--- src/hdl/mouse_delta_conditioner_core_defines.svh ---
// Assertion macros shared by the mouse delta conditioner modules.
`ifndef MOUSE_DELTA_CONDITIONER_CORE_DEFINES_SVH
`define MOUSE_DELTA_CONDITIONER_CORE_DEFINES_SVH

// Same-cycle implication, checked out of reset.
`define MDC_ASSERT_IMP(name, ante, cons) \
    name: assert property (@(posedge i_clk) disable iff (!i_rst_n) (ante) |-> (cons)) \
        else $error("mdc assertion failed");

// Next-cycle implication, checked out of reset.
`define MDC_ASSERT_NXT(name, ante, cons) \
    name: assert property (@(posedge i_clk) disable iff (!i_rst_n) (ante) |=> (cons)) \
        else $error("mdc assertion failed");

`endif

--- src/hdl/mdc_pkg.sv ---
// Types and constants shared by the mouse delta conditioner modules.
package mdc_pkg;

    localparam int DELTA_W = 16;
    localparam int SUM_W   = DELTA_W + 1;
    localparam int MOVE_W  = 32;
    localparam int GAIN_W  = 16;
    localparam int DZ_W    = 16;
    localparam int BIAS_W  = 8;
    localparam int CIDX_W  = 3;
    localparam int CDATA_W = 16;

    // Product widths: sum x sensitivity, then x axis gain.
    localparam int P1_W    = SUM_W + GAIN_W;
    localparam int P2_W    = P1_W + GAIN_W;
    // 16 / (2 * 65536) is a right shift by 13.
    localparam int SCALE_SHIFT = 13;
    localparam int Q_W     = P2_W - SCALE_SHIFT;

    localparam int LANE_STAGES = 5;
    localparam int DIV_STEPS   = MOVE_W;
    localparam int CNT_W       = $clog2(DIV_STEPS);

    localparam logic [MOVE_W-1:0] MOVE_MAX = {1'b0, {(MOVE_W-1){1'b1}}};
    localparam logic [MOVE_W-1:0] MOVE_MIN = {1'b1, {(MOVE_W-1){1'b0}}};

    localparam logic [GAIN_W-1:0] GAIN_RESET = 16'd256;

    // Configuration register indexes.
    localparam logic [CIDX_W-1:0] CFG_SMOOTH = 3'd0;
    localparam logic [CIDX_W-1:0] CFG_SENS   = 3'd1;
    localparam logic [CIDX_W-1:0] CFG_XGAIN  = 3'd2;
    localparam logic [CIDX_W-1:0] CFG_YGAIN  = 3'd3;
    localparam logic [CIDX_W-1:0] CFG_DZONE  = 3'd4;
    localparam logic [CIDX_W-1:0] CFG_BIAS   = 3'd5;

    typedef struct packed {
        logic              smooth;
        logic [GAIN_W-1:0] sens;
        logic [GAIN_W-1:0] x_gain;
        logic [GAIN_W-1:0] y_gain;
        logic [DZ_W-1:0]   deadzone;
        logic [BIAS_W-1:0] bias;
    } t_cfg;

    typedef enum logic [1:0] {
        S_IDLE,
        S_SCALE,
        S_MERGE,
        S_DONE
    } t_top_state;

    typedef enum logic [1:0] {
        M_IDLE,
        M_DIV,
        M_FIX
    } t_merge_state;

    // Control flags of the merge stage sequencer.
    typedef struct packed {
        logic load;
        logic step;
        logic fix;
    } t_merge_ctl;

endpackage

--- src/hdl/mdc_lane.sv ---
// One axis lane: scales the summed delta, saturates it and applies the deadzone.
module mdc_lane (
    input  logic                                 i_clk,
    input  logic                                 i_rst_n,
    input  logic                                 i_start,
    input  logic signed [mdc_pkg::SUM_W-1:0]     i_s2,
    input  logic signed [mdc_pkg::GAIN_W-1:0]    i_gain,
    input  mdc_pkg::t_cfg                        i_cfg,
    output logic                                 o_done,
    output logic signed [mdc_pkg::MOVE_W-1:0]    o_move
);

    logic [mdc_pkg::LANE_STAGES-1:0]          r_vld;
    logic signed [mdc_pkg::SUM_W-1:0]         r_s2;
    logic signed [mdc_pkg::P1_W-1:0]          r_p1;
    logic signed [mdc_pkg::P2_W-1:0]          r_p2;
    logic signed [mdc_pkg::MOVE_W-1:0]        r_sat;
    logic signed [mdc_pkg::MOVE_W-1:0]        r_res;

    logic signed [mdc_pkg::P2_W-1:0]          w_adj;
    logic signed [mdc_pkg::Q_W-1:0]           w_q;
    logic signed [mdc_pkg::MOVE_W-1:0]        n_sat;
    logic signed [mdc_pkg::MOVE_W:0]          w_dec;
    logic signed [mdc_pkg::MOVE_W:0]          w_inc;
    logic signed [mdc_pkg::MOVE_W-1:0]        n_res;

    always_ff @(posedge i_clk) begin
        if (!i_rst_n) begin
            r_vld <= '0;
        end else begin
            r_vld <= {r_vld[mdc_pkg::LANE_STAGES-2:0], i_start};
        end
    end

    always_ff @(posedge i_clk) begin
        if (i_start) begin
            r_s2 <= i_s2;
        end
        r_p1  <= mdc_pkg::P1_W'(r_s2) * mdc_pkg::P1_W'($signed(i_cfg.sens));
        r_p2  <= mdc_pkg::P2_W'(r_p1) * mdc_pkg::P2_W'(i_gain);
        r_sat <= n_sat;
        r_res <= n_res;
    end

    // A negative product is biased before the shift so that it truncates toward zero.
    always_comb begin
        w_adj = r_p2 + (r_p2[mdc_pkg::P2_W-1] ?
                        mdc_pkg::P2_W'((1 << mdc_pkg::SCALE_SHIFT) - 1) : '0);
        w_q   = w_adj[mdc_pkg::P2_W-1:mdc_pkg::SCALE_SHIFT];
        if (!w_q[mdc_pkg::Q_W-1] && (|w_q[mdc_pkg::Q_W-2:mdc_pkg::MOVE_W-1])) begin
            n_sat = mdc_pkg::MOVE_MAX;
        end else if (w_q[mdc_pkg::Q_W-1] && !(&w_q[mdc_pkg::Q_W-2:mdc_pkg::MOVE_W-1])) begin
            n_sat = mdc_pkg::MOVE_MIN;
        end else begin
            n_sat = w_q[mdc_pkg::MOVE_W-1:0];
        end
    end

    // Deadzone pulls the value toward zero and never flips its sign.
    always_comb begin
        w_dec = (mdc_pkg::MOVE_W+1)'(r_sat)
              - $signed({{(mdc_pkg::MOVE_W+1-mdc_pkg::DZ_W){1'b0}}, i_cfg.deadzone});
        w_inc = (mdc_pkg::MOVE_W+1)'(r_sat)
              + $signed({{(mdc_pkg::MOVE_W+1-mdc_pkg::DZ_W){1'b0}}, i_cfg.deadzone});
        if (r_sat > 0) begin
            n_res = (w_dec > 0) ? w_dec[mdc_pkg::MOVE_W-1:0] : '0;
        end else if (r_sat < 0) begin
            n_res = (w_inc < 0) ? w_inc[mdc_pkg::MOVE_W-1:0] : '0;
        end else begin
            n_res = '0;
        end
    end

    assign o_done = r_vld[mdc_pkg::LANE_STAGES-1];
    assign o_move = r_res;

endmodule

--- config.mk ---
export PLATFORM = sky130hd
export DESIGN_NAME = mdc_lane
export DESIGN_NICKNAME = d
export VERILOG_FILES = /design/src/hdl/mouse_delta_conditioner_core_defines.svh /design/src/hdl/mdc_pkg.sv /design/src/hdl/mdc_lane.sv
export SDC_FILE = /design/constraint.sdc
export NUM_CORES = 2
export LEC_CHECK = 0
export BUFFER_PORTS_ARGS = -buffer_cell sky130_fd_sc_hd__buf_2
export CAP_MARGIN = 20
export CORE_MARGIN = 8
export CORE_UTILIZATION = 60
export DETAILED_ROUTE_END_ITERATION = 16
export GPL_TIMING_DRIVEN = 0
export MAX_ROUTING_LAYER = met4
export PLACE_DENSITY = 0.89
export SLEW_MARGIN = 10
export SYNTH_ARGS = -nofsm -noshare
export SYNTH_HDL_FRONTEND = slang
export SYNTH_SLANG_ARGS = --single-unit
--- constraint.sdc ---
create_clock -name i_clk -period 10.8 [get_ports i_clk]
set_clock_uncertainty 0.2 [all_clocks]
set_input_delay 1.08 -clock i_clk [delete_from_list [all_inputs] [get_ports i_clk]]
set_output_delay 1.08 -clock i_clk [all_outputs]
set_load 0.01 [all_outputs]
## Yosys cells after proc, flatten, opt, wreduce, memory -nomap -nowiden

Index checks and enable logic that the tools add are counted.

| storage, ports and cells | value |
|---|---|
| output and inout port bits | 33 |
| bits in registers | 168 |
| bits of input ports | 109 |

| cells by class | value |
|---|---|
| multiply operators | 2 |
| add/subtract/negate cells | 3 |
| reductions and logical operators | 6 |
| order comparisons | 4 |
| mux-type cells | 6 |

Operators with widths:

| operator | number |
|---|---|
| 32-bit 2-to-1 mux | 5 |
| 49-bit by 13-bit adder with 49-bit output | 1 |
| 33-bit by 16-bit multiplier with 49-bit output | 1 |
| 32-bit by 17-bit adder with 33-bit output | 1 |
| 33-bit by 1-bit greater-than comparator with 1-bit output (second input constant) | 1 |
| 33-bit by 1-bit < comparator with 1-bit output (second input constant) | 1 |
| 17-bit by 16-bit multiplier with 33-bit output | 1 |
| 32-bit by 17-bit subtractor with 33-bit output | 1 |
| 32-bit by 1-bit greater-than comparator with 1-bit output (second input constant) | 1 |
| 32-bit by 1-bit < comparator with 1-bit output (second input constant) | 1 |
| 13-bit 2-to-1 mux | 1 |
| 4-bit AND reduction | 1 |
| 4-bit OR reduction | 1 |
| 1-bit logical AND | 2 |
| 1-bit zero test | 2 |

## Longest topological paths before layout

| logic depth | value |
|---|---|
| depth after elaboration | 6 |
| mapped depth | 25 |

## Least setup slack after synthesis

No wires, ideal clock.

| timing | value |
|---|---|
| kind | input port to flip-flop |
| start point | input i_gain[1] (netlist name) |
| end point | register r_p2[48] (netlist name) |
| data arrival time | 6736 ps |
| slack | 3743 ps |
| buffers on the path | 2 |
| stages on the path | 23 |
| setup time | 121 ps |
| cells stage by stage | clkbuf_1 -> nand2_1 -> fa_1 -> fa_1 -> fa_1 -> inv_1 -> fa_1 -> fa_1 -> inv_1 -> fa_1 -> inv_1 -> ha_1 -> clkbuf_1 -> nand2_1 -> o21ai_0 -> a2111oi_0 -> or3_1 -> o211ai_1 -> a31oi_1 -> o21a_1 -> o211ai_1 -> o22ai_1 -> xnor2_1 |

| between the ends | value |
|---|---|
| cells in the longest elaborated chain, start to end | 1 |

RTL lines:

| what | RTL line | source |
|---|---|---|
| start: declaration | mdc_lane.sv:7 | `input logic signed [mdc_pkg::GAIN_W-1:0] i_gain,` |
| 33-bit by 16-bit multiplier with 49-bit output | mdc_lane.sv:40 | `r_p2 <= mdc_pkg::P2_W'(r_p1) * mdc_pkg::P2_W'(i_gain);` |
| end signal: assignment | mdc_lane.sv:40 |  |
| end: declaration | mdc_lane.sv:16 | `logic signed [mdc_pkg::P2_W-1:0] r_p2;` |

Every way passes these cells.
A chain may end at the register's enable or synchronous reset.

## Worst setup path in the final report

| timing | value |
|---|---|
| start point | input i_gain[15] (netlist name) |
| end point | register r_p2[48] (netlist name) |

Same word-level chain as after synthesis.

==> run_results.csv <==
group,metric,value,unit
place,place_ws,2248,ps
critical_path,reg2reg_setup_slack,2950,ps
drt,wl_per_cell,20.10,um
synth,synth_flop_cell,"dfxtp_1",
sta,timing.slew.headroom,38.88,%
critical_path,worstPathArrival,8490,ps
drt,drt-total-wl,100.9,mm
global_routing,grt_use_total,30.50,%
floorplan,row_count,90,
global_routing,grt_pass1_vias,30970,
drt,drc,0,
synth,yosysUniqueCellTypes,81,
sta,rsz0062_at_grt,"false",
synth,synth_area,36430,um2
hold_path,hp-class,"flop to flop",
critical_path,r2r-end,"r_p2[48]$_DFF_P_",
clock_tree,cts_tree,"done",
layout,syn2layout_area_growth,5.794,%
critical_path,cp_max_fo,10,
sta,setup_tns,0,ps
clock_tree,path_clk_slew,90,ps
sta,hold_viol,0,
layout,nNetsFinal,5349,
critical_path,startpoint_type,"input port",
drt,initialDrtViolationCount,2674,
synth,synth-edff-count,17,
global_routing,grt_overflow,0,
synth,syn_avg_cell_area,8.890,um2
synth,syn_nets,5229,
clock_tree,cts_buffer_depth,2,
drt,ant_nets,0,
sta,slew_violations,0,
clock_tree,h-tree-depth,4,
layout,layout-drive-gt1-share,3.923,%
drt,vias_per_cell,5.775,
hold_path,worstHoldStart,"r_vld[0]$_SDFF_PN0_",
drt,first_pass_iters,6,
clock_tree,post_cts_buffers,0,
sta,worst_pin_slew,908.4,ps
sta,max_freq,120.6,MHz
floorplan,start_util,60.47,%
clock_tree,cts-resized-gates,0,
sta,setup_viol,0,
layout,final_core_util,63.98,%
floorplan,die_y,262.4,um
clock_tree,cts_sinks,168,
outcome,outcome,"complete, no violations",
global_routing,grt_max_degree,20,
floorplan,dieWidth,262.4,um
place,hpwlAfterDp,84.21,mm
place,io_buffers,100,
place,routabilityCongestion,1.029,
clock_tree,ctsHoldBuffers,0,
critical_path,critPathKind,"input port to flop",
synth,ys_seq_area_share,9.699,%
global_routing,antenna_found_initial,6,
critical_path,critPathCaptureType,"flop",
flow_run,cap_violations,0,
hold_path,min_path_cells,1,
sta,min_period,8290,ps
floorplan,ioPinCount,142,
drt,vias,29010,
critical_path,crit_required,11000,ps
global_routing,grt_pass1_wl,162.3,mm
hold_path,holdPathEnd,"r_vld[1]$_SDFF_PN0_",
synth,ys_warn_count,0,
layout,fillCellCount,4760,
sta,layout_setup_ws,2510,ps
synth,async_flop_share,0,%
clock_tree,clock_latency,510,ps
critical_path,r2r-start,"r_p1[19]$_DFF_P_",
clock_tree,cts_buffers,17,
synth,synth-seq-cells,168,
floorplan,coreArea,60250,um2
clock_tree,root_buffer,"clkbuf_16",
sta,fin_crit_sh,76.76,%
floorplan,dieArea,68860,um2
critical_path,reg2regPathDepth,23,
synth,synth_cells,4098,
[critical path: stages]
cell and delay, ps:
buf_2 180, inv_1 100, clkbuf_1 540, clkbuf_1 600, nor2_1 140, fa_1 550
fa_1 460, fa_1 600, fa_1 460, fa_1 490, inv_1 50, fa_1 470
inv_1 40, ha_1 360, and3_1 290, nand4_1 110, o21ai_0 650, a31oi_1 320
o21a_1 350, o211ai_1 250, o22ai_1 130, xnor2_1 250
[cells in the mapped netlist, types with 5 or more instances]
cell type / number / area, um2
nand4_1: 32 / 200.2
fa_1: 778 / 15570
inv_1: 927 / 3480
a21oi_1: 110 / 550.5
or2_2: 7 / 43.79
o22ai_1: 13 / 81.33
a211oi_1: 9 / 67.56
edfxtp_1: 17 / 510.5
nor2b_1: 18 / 112.6
a32oi_1: 5 / 43.79
and2_1: 347 / 2171
o21a_1: 19 / 142.6
o21ai_1: 5 / 25.02
o41ai_1: 5 / 43.79
nor2_1: 126 / 473.0
or4_1: 5 / 37.54
nor4_1: 13 / 81.33
and3_1: 30 / 187.7
nand2_1: 516 / 1937
xnor2_1: 73 / 639.4
nand3_1: 58 / 290.3
or3_1: 22 / 137.6
xor2_1: 51 / 446.7
nand2b_1: 33 / 206.5
mux2i_1: 6 / 60.06
nor3_1: 26 / 130.1
a21o_1: 43 / 322.8
o31ai_1: 8 / 60.06
o211ai_1: 11 / 82.58
o21bai_1: 19 / 142.6
dfxtp_1: 151 / 3023
a31oi_1: 23 / 143.9
a2111oi_0: 5 / 43.79
clkbuf_1: 158 / 593.1
o21ai_0: 98 / 490.5
a221oi_1: 7 / 61.31
ha_1: 244 / 3053
[per-layer routing]
metal,share of wire (%),global-route usage [%]
met1,36,35.46
met2,47,49.41
met3,10,6.707
met4,6.3,16.35
met5,0,-
[through the flow]
step	hold WS [ps]	std cells	area [um2]
after CTS	251.7	5013	38520
final	246.1	5023	38540
after detailed placement	220.1	4981	37920
after global placement	223.0	4980	37910
after global routing	263.5	5018	38530
after floorplan	205.7	4098	36430
[sequential cells by signal, indices dropped and copies added, names as in the netlist]
signal	cells
r_vld	5
r_p1	33
r_s2	17
r_sat	32
o_move	32
r_p2	49
[cell families (layout without fill, tap and decap cells)]
family          after synthesis  in the layout  share of synthesized area (%)
buf+inv                    1093           1226                          11.33
xor+xnor                    124            124                          2.981
other cells                   0             10                              0
mux                           7              7                         0.1958
fa+ha+maj                  1022           1022                          51.13
flops                       168            168                          9.699
simple gates               1250           1250                          16.93
compound gates              434            434                          7.734
[cell usage in the layout, fill, tap and decap left out, drive strengths merged, types with 13 or more instances in the layout]
cell type  instances
inv              933
fa               778
nand2            516
and2             347
ha               244
clkbuf           175
dfxtp            151
nor2             126
a21oi            110
buf              109
o21ai            104
xnor2             73
nand3             58
xor2              51
a21o              43
nand2b            33
nand4             32
and3              30
nor3              27
a31oi             23
or3               22
o21a              19
o21bai            19
nor2b             18
edfxtp            17
nor4              14
o22ai             13
[worst max-delay path by stage]
stage	slack, ps	to	from	depth (start not counted)
floorplan	3740	r_p2[48]$_DFF_P_	i_gain[1]	23
global placement	2270	r_p2[48]$_DFF_P_	i_gain[7]	25
detailed placement	2250	r_p2[48]$_DFF_P_	i_gain[15]	22
CTS	2740	r_p2[48]$_DFF_P_	i_gain[15]	22
global route	2370	r_p2[48]$_DFF_P_	i_gain[7]	25
finish	2510	r_p2[48]$_DFF_P_	i_gain[15]	22
[layout make-up]
cell class	instances	area [um2]	share of cell area, %
antenna	10	25.02	0.06493
buffer	166	648.1	1.682
clock buffer	17	425.4	1.104
clock inverter	15	176.4	0.4577
inverter	927	3480	9.028
multi-input combinational	2837	28770	74.65
sequential	168	3533	9.168
tap	782	978.4	2.539
timing repair buffer	101	505.5	1.312
Power is not shown: default switching activity piles up to over one toggle a cycle in this logic, so the estimate is an artifact.
