===== src/hdl/mouse_delta_conditioner_core_defines.svh =====
// Assertion macros shared by the mouse delta conditioner modules.
`ifndef MOUSE_DELTA_CONDITIONER_CORE_DEFINES_SVH
`define MOUSE_DELTA_CONDITIONER_CORE_DEFINES_SVH

// Same-cycle implication, checked out of reset.
`define MDC_ASSERT_IMP(name, ante, cons) \
    name: assert property (@(posedge i_clk) disable iff (!i_rst_n) (ante) |-> (cons)) \
        else $error("mdc assertion failed");

// Next-cycle implication, checked out of reset.
`define MDC_ASSERT_NXT(name, ante, cons) \
    name: assert property (@(posedge i_clk) disable iff (!i_rst_n) (ante) |=> (cons)) \
        else $error("mdc assertion failed");

`endif


===== src/hdl/mdc_pkg.sv =====
// Types and constants shared by the mouse delta conditioner modules.
package mdc_pkg;

    localparam int DELTA_W = 16;
    localparam int SUM_W   = DELTA_W + 1;
    localparam int MOVE_W  = 32;
    localparam int GAIN_W  = 16;
    localparam int DZ_W    = 16;
    localparam int BIAS_W  = 8;
    localparam int CIDX_W  = 3;
    localparam int CDATA_W = 16;

    // Product widths: sum x sensitivity, then x axis gain.
    localparam int P1_W    = SUM_W + GAIN_W;
    localparam int P2_W    = P1_W + GAIN_W;
    // 16 / (2 * 65536) is a right shift by 13.
    localparam int SCALE_SHIFT = 13;
    localparam int Q_W     = P2_W - SCALE_SHIFT;

    localparam int LANE_STAGES = 5;
    localparam int DIV_STEPS   = MOVE_W;
    localparam int CNT_W       = $clog2(DIV_STEPS);

    localparam logic [MOVE_W-1:0] MOVE_MAX = {1'b0, {(MOVE_W-1){1'b1}}};
    localparam logic [MOVE_W-1:0] MOVE_MIN = {1'b1, {(MOVE_W-1){1'b0}}};

    localparam logic [GAIN_W-1:0] GAIN_RESET = 16'd256;

    // Configuration register indexes.
    localparam logic [CIDX_W-1:0] CFG_SMOOTH = 3'd0;
    localparam logic [CIDX_W-1:0] CFG_SENS   = 3'd1;
    localparam logic [CIDX_W-1:0] CFG_XGAIN  = 3'd2;
    localparam logic [CIDX_W-1:0] CFG_YGAIN  = 3'd3;
    localparam logic [CIDX_W-1:0] CFG_DZONE  = 3'd4;
    localparam logic [CIDX_W-1:0] CFG_BIAS   = 3'd5;

    typedef struct packed {
        logic              smooth;
        logic [GAIN_W-1:0] sens;
        logic [GAIN_W-1:0] x_gain;
        logic [GAIN_W-1:0] y_gain;
        logic [DZ_W-1:0]   deadzone;
        logic [BIAS_W-1:0] bias;
    } t_cfg;

    typedef enum logic [1:0] {
        S_IDLE,
        S_SCALE,
        S_MERGE,
        S_DONE
    } t_top_state;

    typedef enum logic [1:0] {
        M_IDLE,
        M_DIV,
        M_FIX
    } t_merge_state;

    // Control flags of the merge stage sequencer.
    typedef struct packed {
        logic load;
        logic step;
        logic fix;
    } t_merge_ctl;

endpackage


===== src/hdl/mdc_merge.sv =====
// Merge stage: picks the weaker axis and divides it by a nonzero bias, one quotient bit per cycle.
`include "mouse_delta_conditioner_core_defines.svh"

module mdc_merge (
    input  logic                              i_clk,
    input  logic                              i_rst_n,
    input  logic                              i_start,
    input  logic signed [mdc_pkg::MOVE_W-1:0] i_mx,
    input  logic signed [mdc_pkg::MOVE_W-1:0] i_my,
    input  mdc_pkg::t_cfg                     i_cfg,
    output logic                              o_done,
    output logic signed [mdc_pkg::MOVE_W-1:0] o_mx,
    output logic signed [mdc_pkg::MOVE_W-1:0] o_my
);

    mdc_pkg::t_merge_state r_state, n_state;
    mdc_pkg::t_merge_ctl   w_ctl;

    logic                              r_done;
    logic [mdc_pkg::CNT_W-1:0]         r_cnt;
    logic                              r_sel_y;
    logic                              r_neg;
    logic [mdc_pkg::MOVE_W-1:0]        r_quo;
    logic [mdc_pkg::BIAS_W-1:0]        r_rem;
    logic signed [mdc_pkg::MOVE_W-1:0] r_mx;
    logic signed [mdc_pkg::MOVE_W-1:0] r_my;

    logic [mdc_pkg::MOVE_W-1:0]        w_ax;
    logic [mdc_pkg::MOVE_W-1:0]        w_ay;
    logic                              w_sel_y;
    logic [mdc_pkg::BIAS_W:0]          w_sh;
    logic [mdc_pkg::BIAS_W:0]          w_diff;
    logic                              w_ge;
    logic [mdc_pkg::MOVE_W-1:0]        w_res;
    logic                              w_last;

    always_comb begin
        w_ax    = i_mx[mdc_pkg::MOVE_W-1] ? (-i_mx) : i_mx;
        w_ay    = i_my[mdc_pkg::MOVE_W-1] ? (-i_my) : i_my;
        // Equal magnitudes divide the horizontal axis.
        w_sel_y = w_ax > w_ay;
        w_sh    = {r_rem, r_quo[mdc_pkg::MOVE_W-1]};
        w_diff  = w_sh - {1'b0, i_cfg.bias};
        w_ge    = w_sh >= {1'b0, i_cfg.bias};
        w_res   = r_neg ? (-r_quo) : r_quo;
        w_last  = r_cnt == mdc_pkg::CNT_W'(mdc_pkg::DIV_STEPS - 1);
    end

    always_comb begin
        n_state = r_state;
        case (r_state)
            mdc_pkg::M_IDLE: begin
                if (i_start && (i_cfg.bias != '0)) begin
                    n_state = mdc_pkg::M_DIV;
                end
            end
            mdc_pkg::M_DIV: begin
                if (w_last) begin
                    n_state = mdc_pkg::M_FIX;
                end
            end
            mdc_pkg::M_FIX: begin
                n_state = mdc_pkg::M_IDLE;
            end
            default: begin
                n_state = mdc_pkg::M_IDLE;
            end
        endcase
    end

    always_comb begin
        w_ctl = '0;
        case (r_state)
            mdc_pkg::M_IDLE: begin
                w_ctl.load = i_start;
            end
            mdc_pkg::M_DIV: begin
                w_ctl.step = 1'b1;
            end
            mdc_pkg::M_FIX: begin
                w_ctl.fix = 1'b1;
            end
            default: begin
                w_ctl = '0;
            end
        endcase
    end

    always_ff @(posedge i_clk) begin
        if (!i_rst_n) begin
            r_state <= mdc_pkg::M_IDLE;
            r_done  <= 1'b0;
        end else begin
            r_state <= n_state;
            r_done  <= (w_ctl.load && (i_cfg.bias == '0)) || w_ctl.fix;
        end
    end

    always_ff @(posedge i_clk) begin
        if (w_ctl.load) begin
            r_mx    <= i_mx;
            r_my    <= i_my;
            r_sel_y <= w_sel_y;
            r_neg   <= w_sel_y ? i_my[mdc_pkg::MOVE_W-1] : i_mx[mdc_pkg::MOVE_W-1];
            r_quo   <= w_sel_y ? w_ay : w_ax;
            r_rem   <= '0;
            r_cnt   <= '0;
        end
        if (w_ctl.step) begin
            r_rem <= w_ge ? w_diff[mdc_pkg::BIAS_W-1:0] : w_sh[mdc_pkg::BIAS_W-1:0];
            r_quo <= {r_quo[mdc_pkg::MOVE_W-2:0], w_ge};
            r_cnt <= r_cnt + 1'b1;
        end
        if (w_ctl.fix) begin
            if (r_sel_y) begin
                r_my <= w_res;
            end else begin
                r_mx <= w_res;
            end
        end
    end

    assign o_done = r_done;
    assign o_mx   = r_mx;
    assign o_my   = r_my;

    `MDC_ASSERT_IMP(a_start_when_idle, i_start, r_state == mdc_pkg::M_IDLE)
    `MDC_ASSERT_NXT(a_start_moves_on, i_start, (r_state == mdc_pkg::M_DIV) || r_done)
    `MDC_ASSERT_NXT(a_done_single, r_done, !r_done)
    `MDC_ASSERT_IMP(a_fix_after_div, r_state == mdc_pkg::M_FIX,
                    $past(r_state) == mdc_pkg::M_DIV)

endmodule


===== config.mk =====
export PLATFORM = sky130hd
export DESIGN_NAME = mdc_merge
export DESIGN_NICKNAME = d
export VERILOG_FILES = /design/src/hdl/mdc_pkg.sv /design/src/hdl/mdc_merge.sv
export VERILOG_INCLUDE_DIRS = /design/src /design/src/hdl
export SDC_FILE = /design/constraint.sdc
export NUM_CORES = 1
export LEC_CHECK = 0
export ABC_AREA = 1
export BUFFER_PORTS_ARGS = -buffer_cell sky130_fd_sc_hd__buf_4
export CAP_MARGIN = 20
export CORE_MARGIN = 5
export CORE_UTILIZATION = 37
export CTS_CLUSTER_DIAMETER = 80
export DETAILED_ROUTE_END_ITERATION = 7
export PLACE_DENSITY_LB_ADDON = 0.12
export SETUP_SLACK_MARGIN = 0.15
export SYNTH_ARGS = -nofsm -noshare
export SYNTH_HDL_FRONTEND = slang
export SYNTH_SLANG_ARGS = --single-unit

===== constraint.sdc =====
create_clock -name i_clk -period 6 [get_ports i_clk]
set_clock_uncertainty 0.15 [all_clocks]
set_input_delay 0.9 -clock i_clk [delete_from_list [all_inputs] [get_ports i_clk]]
set_output_delay 0.9 -clock i_clk [all_outputs]
set_load 0.02 [all_outputs]

After elaboration in Yosys (flattened, before gate mapping)

Cells that the tools add are included.

Bits in registers: 114
Input bits: 140

Add/sub/neg operators: 5
Magnitude comparators: 2
Equality and inequality tests: 5
Muxes and demuxes: 24
Reductions and logical operators: 8

Operators by type and width:

| operator            | count |
|---|---|
| $mux 32             | 12 |
| $neg 32->32         | 3 |
| $gt 32x32->1        | 1 |
| $mux 8              | 3 |
| $mux 5              | 2 |
| $ge 9x8->1          | 1 |
| $logic_not 8->1     | 1 |
| $reduce_bool 8->1   | 1 |
| $sub 8x8->8         | 1 |
| $add 5x1->5 const B | 1 |
| $eq 5x5->1 const B  | 1 |
| $mux 1              | 4 |
| $mux 2              | 2 |
| $ne 2x2->1 const B  | 2 |
| $pmux 2 s2          | 1 |
| $eq 2x1->1 const B  | 1 |
| $eq 2x2->1 const B  | 1 |
| $logic_and 1x1->1   | 2 |
| $logic_not 2->1     | 1 |
| $reduce_and 2->1    | 1 |
| $reduce_bool 2->1   | 1 |
| $logic_or 1x1->1    | 1 |

Logic depth before layout (Yosys ltp)

Word-level depth: 6
Depth in mapped cells: 23

Worst setup path before layout

Ideal clock, no wire load.

Path type: in2reg
Start: input port i_mx[0] in the netlist's numbering
End: register r_quo[14] in the netlist's numbering, data pin
Arrival time: 3.098 ns
Data required time: 5.596 ns
Setup slack: 2.498 ns
Cell stages on the path: 19
Path buffers: 1
Path through: inv_1 ha_1 nand3_4 nor2_4 nand3_2 o21ai_2 xor2_1 inv_1 ha_1 nand2_1 nor2_1 nand2_1 nor2_4 nand4_4 nand2_4 buf_6 nand2_1 nand3_1 nand2_1

Longest elaborated chain between the ends: 6

Ends and longest elaborated chain:

| item                 | line             | RTL |
|---|---|---|
| from (decl)          | mdc_merge.sv:8   | `input logic signed [mdc_pkg::MOVE_W-1:0] i_mx,` |
| $neg 32->32          | mdc_merge.sv:38  | `w_ax = i_mx[mdc_pkg::MOVE_W-1] ? (-i_mx) : i_mx;` |
| $mux 32 (*)          | mdc_merge.sv:38  |  |
| $gt 32x32->1         | mdc_merge.sv:41  | `w_sel_y = w_ax > w_ay;` |
| $mux 32 (*)          | mdc_merge.sv:105 | `r_quo <= w_sel_y ? w_ay : w_ax;` |
| $mux 32 (*)          | mdc_merge.sv:100 | `if (w_ctl.load) begin` |
| $mux 32 (*)          | mdc_merge.sv:109 | `if (w_ctl.step) begin` |
| to (signal assigned) | mdc_merge.sv:105 |  |
| to (signal assigned) | mdc_merge.sv:111 | `r_quo <= {r_quo[mdc_pkg::MOVE_W-2:0], w_ge};` |
| to (decl)            | mdc_merge.sv:23  | `logic [mdc_pkg::MOVE_W-1:0] r_quo;` |

Mark *: on every way between the ends. The rest lies on a longest branch, timed or not. The select of a mux whose other input is x is not followed.
A chain may end at the register's enable or synchronous reset.

Worst setup path in the final report

Start: input port i_mx[0] in the netlist's numbering
End: register r_quo[28] in the netlist's numbering, data pin

The elaborated chain is that of the path after synthesis.

==> reports/metrics.cfg <==
[run_status]
status = finished, final reports clean

[sta]
relSlewSlack_pct = 38.7
grt_setup_unrepaired = no
setup_viol = 0
tightest_slew_ns = 0.920
post-route-min-period_ns = 4.45
drv_slew = 0
hold_violations = 0
fin_crit_sh_pct = 74.2
setup_tns_ns = 0
max_freq_mhz = 225

[yosys]
synthesis.area_um2 = 9480
synth_cell_type_count = 47
synth_seq_cells = 114
async_reset_ff_share_pct = 0
syn-num-nets = 1632
ys_warn_count = 0
syn_inst = 1446
synth_edf_count = 47
synth.avg_cell_area_um2 = 6.55
synth_flop_cell = dfxtp_1
ys_seq_area_share_pct = 29.1

[cts]
clk_path_buf_depth = 2
clock_latency_ns = 0.41
clock-sinks = 114
cts_tree = yes
post_cts_buffers = 0
numCtsBuffers = 17
ctsResizeCount = 0
clkTransAtPathRegs_ns = 0.06
h-tree-depth = 4
cts.hold.buffers_added = 0
clock-root-buffer = clkbuf_16

[placed_design]
dp.cells = 1869
hpwl_mm = 26.0
gp_congestion = 0.904
numPortBuffers = 139

[worst_setup_path]
cpPeakStageDelay_ns = 0.51
criticalPathCategory = in2reg
ff2ff_setup_slack_ns = 3.46
cp_common_cell = nand2_1
cpLargestDelayFamily = simple AND/OR/NAND/NOR gates
worstPathArrival_ns = 4.46
critPathMaxFanout = 35
crit_required_ns = 6.01
start_kind = input pin
path_cells = buf_4, inv_1, ha_1, inv_1, nor2_1, nand2_1, nor2_1, nand2_1, nand2_1, nand2_1, nand2_1, inv_1, ha_1, nand2_1, nor2_2, nand2_1, nor2_4, nand4_4, nand2_4, nand2_1, nand3_1, nand2_1
path_buf_inv = 4
ff2ff_path_depth = 7
r2r-start = r_state[1]$_SDFFE_PN0P_
r2r-end = o_my[17]$_DFF_P_
cp_num_cells = 22
slowest_stage = nand2_4
endpoint_kind = flop

[power]
power.leakage_nw = 5.59
powerDensity_nw_per_um2 = 280
max-vdd-ir-drop_uv = 203

[final_layout]
area_delta_synth_final_pct = 20.1
diodes = 0
finalNonFillerCells = 1901
nNetsFinal = 1744
drive_gt1_share_pct = 16.5

[floorplanning]
die_h_um = 170
coreArea_um2 = 25200
ioPinCount = 205
die_w_um = 170
start_util_pct = 37.6
dieArea_um2 = 28900
row_count = 58

[drt]
finalWirelength_mm = 32.8
wl_per_cell_um = 17.2
drt_pass1_iterations = 5
viasPerCell = 4.98
antenna_left = 0
drt_iter0_markers = 904
vias = 9469
drc = 0

[run]
cap_violations = 0

[min_path]
min_to = o_my[9]$_DFF_P_
min_path_cells = 2
hold_start = o_my[9]$_DFF_P_
hold_class = reg2reg

[global_routing]
antenna_found_initial = 0
grt_pass1_wl_mm = 50.5
grt_pass1_vias = 8910
grt_max_degree = 63
grt_usage_pct = 22.5
grt-ovfl-total = 0

## layout make-up
cell class | instances | area, um2
clock inverters | 13 | 208
multi-input cells | 1100 | 5780
inverters | 178 | 668
flip-flops and latches | 114 | 2750
fillers | 2637 | 13800
clock buffers | 19 | 443
repair buffers | 147 | 1120
well taps | 330 | 413
## metal layers
metal  vias to the layer above  wire length [um]  global-route usage (%)
li1                       4877                 -                       -
met1                      4257             15700                    33.3
met2                       303             14300                    34.8
met3                        32              2160                    2.90
met4                         0               612                    5.73
met5                         -                 0                       0
## cells in the mapped netlist (16+ instances only)
master	count	share of area, %
a21oi_1	32	1.7
buf_2	21	1.1
clkbuf_1	20	0.79
dfxtp_1	67	14
edfxtp_1	47	15
ha_1	45	5.9
inv_1	169	6.7
nand2_1	467	18
nand3_1	124	6.5
nand4_1	18	1.2
nor2_1	113	4.5
nor2_2	16	1.1
o21ai_0	114	6.0
xor2_1	48	4.4
## flip-flops by register name (all words and copies together), names as in the netlist, 2 cells and up
signal,cells
r_cnt,5
o_mx,32
r_state,2
r_rem,8
r_quo,32
o_my,32
## worst max path at each step
stage	startpoint	end	slack, ns
finish	i_mx[0]	r_quo[28]$_DFFE_PP_	1.55
global route	i_mx[0]	r_quo[28]$_DFFE_PP_	1.14
CTS	i_mx[0]	r_quo[28]$_DFFE_PP_	1.61
detailed placement	i_mx[0]	r_quo[30]$_DFFE_PP_	1.17
global placement	i_mx[0]	r_quo[29]$_DFFE_PP_	1.16
floorplan	i_mx[0]	r_quo[14]$_DFFE_PP_	2.50
## placed cells by master, fill, tap and decap left out, drive strengths merged
cell,count
o21ai,133
nand2,482
bufinv,5
xor2,49
o31ai,3
buf,147
o211ai,8
or2,4
dfxtp,67
nand3,137
nor3,4
o21a,2
o22ai,2
clkbuf,19
xnor2,11
a21oi,33
clkinvlp,4
and3,2
nor4,4
edfxtp,47
nand4,19
mux2i,9
and2,2
a31oi,7
inv,179
clkinv,3
nand3b,3
ha,45
fa,1
nor2,137
a21o,3
## tightest hold or removal path: stages, from the launching register on
cell and delay (ns):
dfxtp_1 0.31, nand2_1 0.06, a31oi_1 0.07
## logic make-up after synthesis
family / after synthesis / share of synthesized area, %
AO/OA/AOI/OAI: 191 / 11.0
buffers and inverters: 232 / 10.0
AND/OR/NAND/NOR: 794 / 37.2
multiplexers: 9 / 0.951
adder cells (fa/ha/maj): 46 / 6.15
flip-flops: 114 / 29.1
XOR/XNOR: 60 / 5.63
## where the power goes
| group | internal [mW] | switching, mW | total, mW |
|---|---|---|---|
| clock network | 0.747 | 0.374 | 1.12 |
| registers | 0.953 | 0.110 | 1.06 |
| logic | 0.358 | 0.638 | 0.996 |
| total | 2.06 | 1.12 | 3.18 |
## stage by stage
| stage | area, um2 | power [mW] | worst slack, ns | util [%] | hold WS (ns) |
|---|---|---|---|---|---|
| floorplan | 9480 | 1.70 | 2.50 | - | 0.361 |
| global placement | 10700 | 2.06 | 1.16 | 42.5 | 0.321 |
| detailed placement | 10700 | 2.06 | 1.17 | 42.6 | 0.326 |
| CTS | 11400 | 3.19 | 1.61 | 45.2 | 0.336 |
| global route | 11400 | 3.37 | 1.14 | 45.2 | 0.354 |
| finish | 11400 | 3.18 | 1.55 | 45.2 | 0.338 |
(Power assumes the default switching activity.)
